[src/sv/lse_ram.sv]
// Generic single-write, single-read RAM with registered read data.
// No dependencies.
module lse_ram #(
  parameter int WIDTH = 64,
  parameter int DEPTH = 64
) (
  input  logic                     clk,
  input  logic                     we,
  input  logic [$clog2(DEPTH)-1:0] waddr,
  input  logic [WIDTH-1:0]         wdata,
  input  logic [$clog2(DEPTH)-1:0] raddr,
  output logic [WIDTH-1:0]         rdata
);

  logic [WIDTH-1:0] mem [DEPTH];

  always_ff @(posedge clk) begin
    if (we) begin
      mem[waddr] <= wdata;
    end
    rdata <= mem[raddr];
  end

endmodule

[config.mk]
export PLATFORM = sky130hd
export DESIGN_NAME = lse_ram
export DESIGN_NICKNAME = d
export VERILOG_FILES = /design/src/sv/lse_ram.sv
export SDC_FILE = /design/constraint.sdc
export NUM_CORES = 2
export LEC_CHECK = 0
export BUFFER_PORTS_ARGS = -buffer_cell sky130_fd_sc_hd__buf_4
export CAP_MARGIN = 0
export CORE_ASPECT_RATIO = 1.2
export CORE_UTILIZATION = 45
export CTS_BUF_LIST = sky130_fd_sc_hd__clkbuf_4 sky130_fd_sc_hd__clkbuf_8 sky130_fd_sc_hd__clkbuf_16
export DETAILED_ROUTE_END_ITERATION = 12
export GPL_TIMING_DRIVEN = 0
export SLEW_MARGIN = 20
export SYNTH_ARGS = -nofsm -noshare
export SYNTH_HDL_FRONTEND = slang
export SYNTH_SLANG_ARGS = --single-unit
export TNS_END_PERCENT = 5
[constraint.sdc]
create_clock -name clk -period 12.69 [get_ports clk]
set_clock_uncertainty 0.05 [all_clocks]
set_input_delay 2.538 -clock clk [delete_from_list [all_inputs] [get_ports clk]]
set_output_delay 2.538 -clock clk [all_outputs]
set_load 0.02 [all_outputs]
==> impl_metrics.py <==
metrics = {
    "layout": {
        "fin_cells": 12300,
        "n_fill_cell": 26000,
        "final_cell_mix": "4096 x edfxtp_1, 1024 x mux4_2, 408 x clkbuf_16",
        "drive_gt1_frac": 0.310,
        "area_delta_synth_final_pct": 16.9,
        "layout_commonest_cell": "edfxtp_1",
        "fin_nets": 7482,
    },
    "floorplan": {
        "dieArea_mm2": 0.350,
        "chipWidth_um": 540,
        "core_mm2": 0.345,
        "ios": 142,
        "std_cell_rows": 236,
        "die_y_um": 648,
        "initial_core_util": 0.453,
    },
    "sta": {
        "min_period_ns": 5.97,
        "period_share": 0.470,
        "fmax_ghz": 0.168,
        "setup_slack_ns": 6.72,
        "grt_setup_unrepaired": "no",
        "finalHoldViolations": 0,
        "worst_hold_slack_ns": 0.872,
        "slew_headroom": 0.148,
        "timing.final.max_slew_violations": 0,
        "tightestPinTransition_ns": 1.26,
        "setup_viol": 0,
    },
    "global_route": {
        "grt_pass1_vias": 76900,
        "track_usage": 0.246,
        "grt_first_pass_wirelength_mm": 599,
        "grt_max_degree": 65,
        "antenna_found_initial": 42,
        "gr-total-overflow": 0,
    },
    "route": {
        "drt-initial-drc-count": 9771,
        "wl_mm": 432,
        "drc": 0,
        "ant_nets": 0,
        "vias_per_cell": 6.15,
        "vias": 75600,
        "dr_wl_met3_mm": 35.3,
        "wire_per_inst_um": 35.2,
        "drt_first_pass_iters": 7,
        "wl_met1_mm": 163,
        "highest_layer": "met5",
        "wl_met2_mm": 219,
    },
    "yosys": {
        "synth_edf_count": 4096,
        "yosysUniqueCellTypes": 33,
        "synthMuxAreaShare": 0.156,
        "syn-cell-area_mm2": 0.156,
        "async_flop_share": 0,
        "seq_area_frac_synth": 0.795,
        "syn_avg_cell_area_um2": 23.7,
        "synth_seq_cells": 4160,
        "synth_fa_ha_area_frac": 0,
        "synth_xor_area_frac": 0,
        "yosysWarnings": 0,
        "synth_compound_area_frac": 0.0248,
        "synth_top_family_by_area": "multiplexers",
        "synth_nets": 6676,
        "synth_cells": 6598,
        "yosys.area_share.simple": 0.0124,
        "synth_ff_type": "edfxtp_1",
    },
    "clock_tree": {
        "cts-root-buf": "clkbuf_16",
        "hold_buffers": 0,
        "cts_buffer_depth": 4,
        "cts_sinks": 4160,
        "h-tree-depth": 5,
        "post-cts-setup-buffers": 0,
        "clk_pin_slew_ns": 0.07,
        "worstSkewPairLatency_ns": 0.95,
        "cts_inserted_buffers": 400,
        "cts_tree": "yes",
        "cts_resized": 0,
    },
    "job": {
        "maxCapViolCount": 0,
    },
    "critical_path": {
        "crit_path_end_kind": "flop",
        "max_stage_delay_ns": 1.03,
        "path_common_cell": "buf_2",
        "worstSetupPathType": "in -> reg",
        "cp_top_family": "buffers and inverters",
        "arrival_ns": 6.62,
        "start_kind": "input pin",
        "crit_buf_inv": 5,
        "path_cells": "buf_2 -> buf_4 -> buf_2 -> buf_2 -> buf_4 -> mux2i_1 -> o22ai_1 -> a31oi_1 -> a211oi_1",
        "crit_fanout": 10,
        "slowest_stage": "a211oi_1",
        "cp_data_required_time_ns": 13.34,
    },
    "status": {
        "run_status": "complete, no violations",
    },
    "min_path": {
        "hold_path_class": "reg -> reg",
    },
    "pwr": {
        "p_leak_nw": 57.3,
        "p_per_area_mw_per_mm2": 158,
        "peakVddDrop_mv": 0.131,
    },
    "placed_design": {
        "routabilityCongestion": 0.815,
        "portBuffers": 133,
        "post-place-ws_ns": 5.86,
        "dp_hpwl_mm": 293,
        "placed_cells": 11500,
    },
}
==> where the power goes <==
| part | switching [mW] | leakage [nW] | internal, mW | total (mW) |
|---|---|---|---|---|
| logic | 1.02 | 13.3 | 0.520 | 1.54 |
| clock network | 5.13 | 6.62 | 6.98 | 12.1 |
| registers | 0.0309 | 37.4 | 15.2 | 15.2 |
==> state kept, by name, summed over array words and instances (netlist names) <==
register / flops
mem: 4096
rdata: 64
==> metal layers <==
metal  GRT usage  vias to the layer above
met5           0                        -
met4      0.0794                       10
met3      0.0385                      664
met2       0.421                     3707
met1       0.323                    41000
li1            -                    30200
==> cell type report <==
class,count,area (um^2),share of cell area
plain buffers,370,1790,0.00977
flip-flops and latches,4160,124000,0.680
well taps,4522,5660,0.0310
diodes,28,70.1,0.000383
clock inverters,236,2320,0.0127
clock buffers,498,11000,0.0600
inverters,19,71.3,0.000390
repair buffers,404,6850,0.0375
multi-input cells,2049,30700,0.168
==> logic make-up (layout without fill, tap and decap cells) <==
logic type      Yosys count  in the layout
compound gates          504            504
buf+inv                 389           1527
flops                  4160           4160
mux                    1159           1159
other cells               0             28
simple gates            386            386
==> worst register-to-register path: stages, from the launching register on <==
cell and delay, ns:
edfxtp_1 0.36, mux4_2 0.48, mux2i_1 0.29, o22ai_1 0.34, a31oi_1 0.88, a211oi_1 0.31
==> path summary, 6_finish.rpt <==
| path | endpoint | slack, ns | start | cells after the start |
|---|---|---|---|---|
| setup / recovery | rdata[6]$_DFF_P_ | 6.72 | raddr[2] | 9 |
| hold / removal | rdata[18]$_DFF_P_ | 0.87 | mem[63][18]$_DFFE_PP_ | 4 |
| setup reg to reg | rdata[38]$_DFF_P_ | 9.77 | mem[61][38]$_DFFE_PP_ | 5 |
| hold reg to reg | rdata[18]$_DFF_P_ | 0.87 | mem[63][18]$_DFFE_PP_ | 4 |
==> synth_stat cells (20+ instances only) <==
| cell | n | share of area |
|---|---|---|
| and3_1 | 64 | 0.0026 |
| edfxtp_1 | 4096 | 0.79 |
| buf_4 | 34 | 0.0016 |
| mux4_2 | 1024 | 0.15 |
| nor2_1 | 112 | 0.0027 |
| a22o_1 | 88 | 0.0049 |
| buf_2 | 170 | 0.0054 |
| mux2i_1 | 135 | 0.0086 |
| buf_1 | 20 | 0.00048 |
| o22ai_1 | 83 | 0.0033 |
| a22oi_1 | 168 | 0.0081 |
| or3_1 | 29 | 0.0012 |
| clkbuf_1 | 140 | 0.0034 |
| nor2b_1 | 28 | 0.0011 |
| a211oi_1 | 63 | 0.0030 |
| or2_2 | 28 | 0.0011 |
| nand2_1 | 58 | 0.0014 |
| o221ai_1 | 38 | 0.0021 |
| dfxtp_1 | 64 | 0.0082 |
| nand3_1 | 45 | 0.0014 |
| a41oi_1 | 26 | 0.0015 |
==> through the flow <==
stage	power [mW]	cell area (um^2)	util	setup TNS, ns
finish	28.9	183000	0.530	0
global route	29.6	183000	0.530	0
CTS	29.0	183000	0.530	0
detailed placement	17.1	169000	0.491	0
global placement	17.0	163000	0.473	-213.23
floorplan	16.3	156000	-	0
Note: power is estimated with default switching activity, not from simulation.
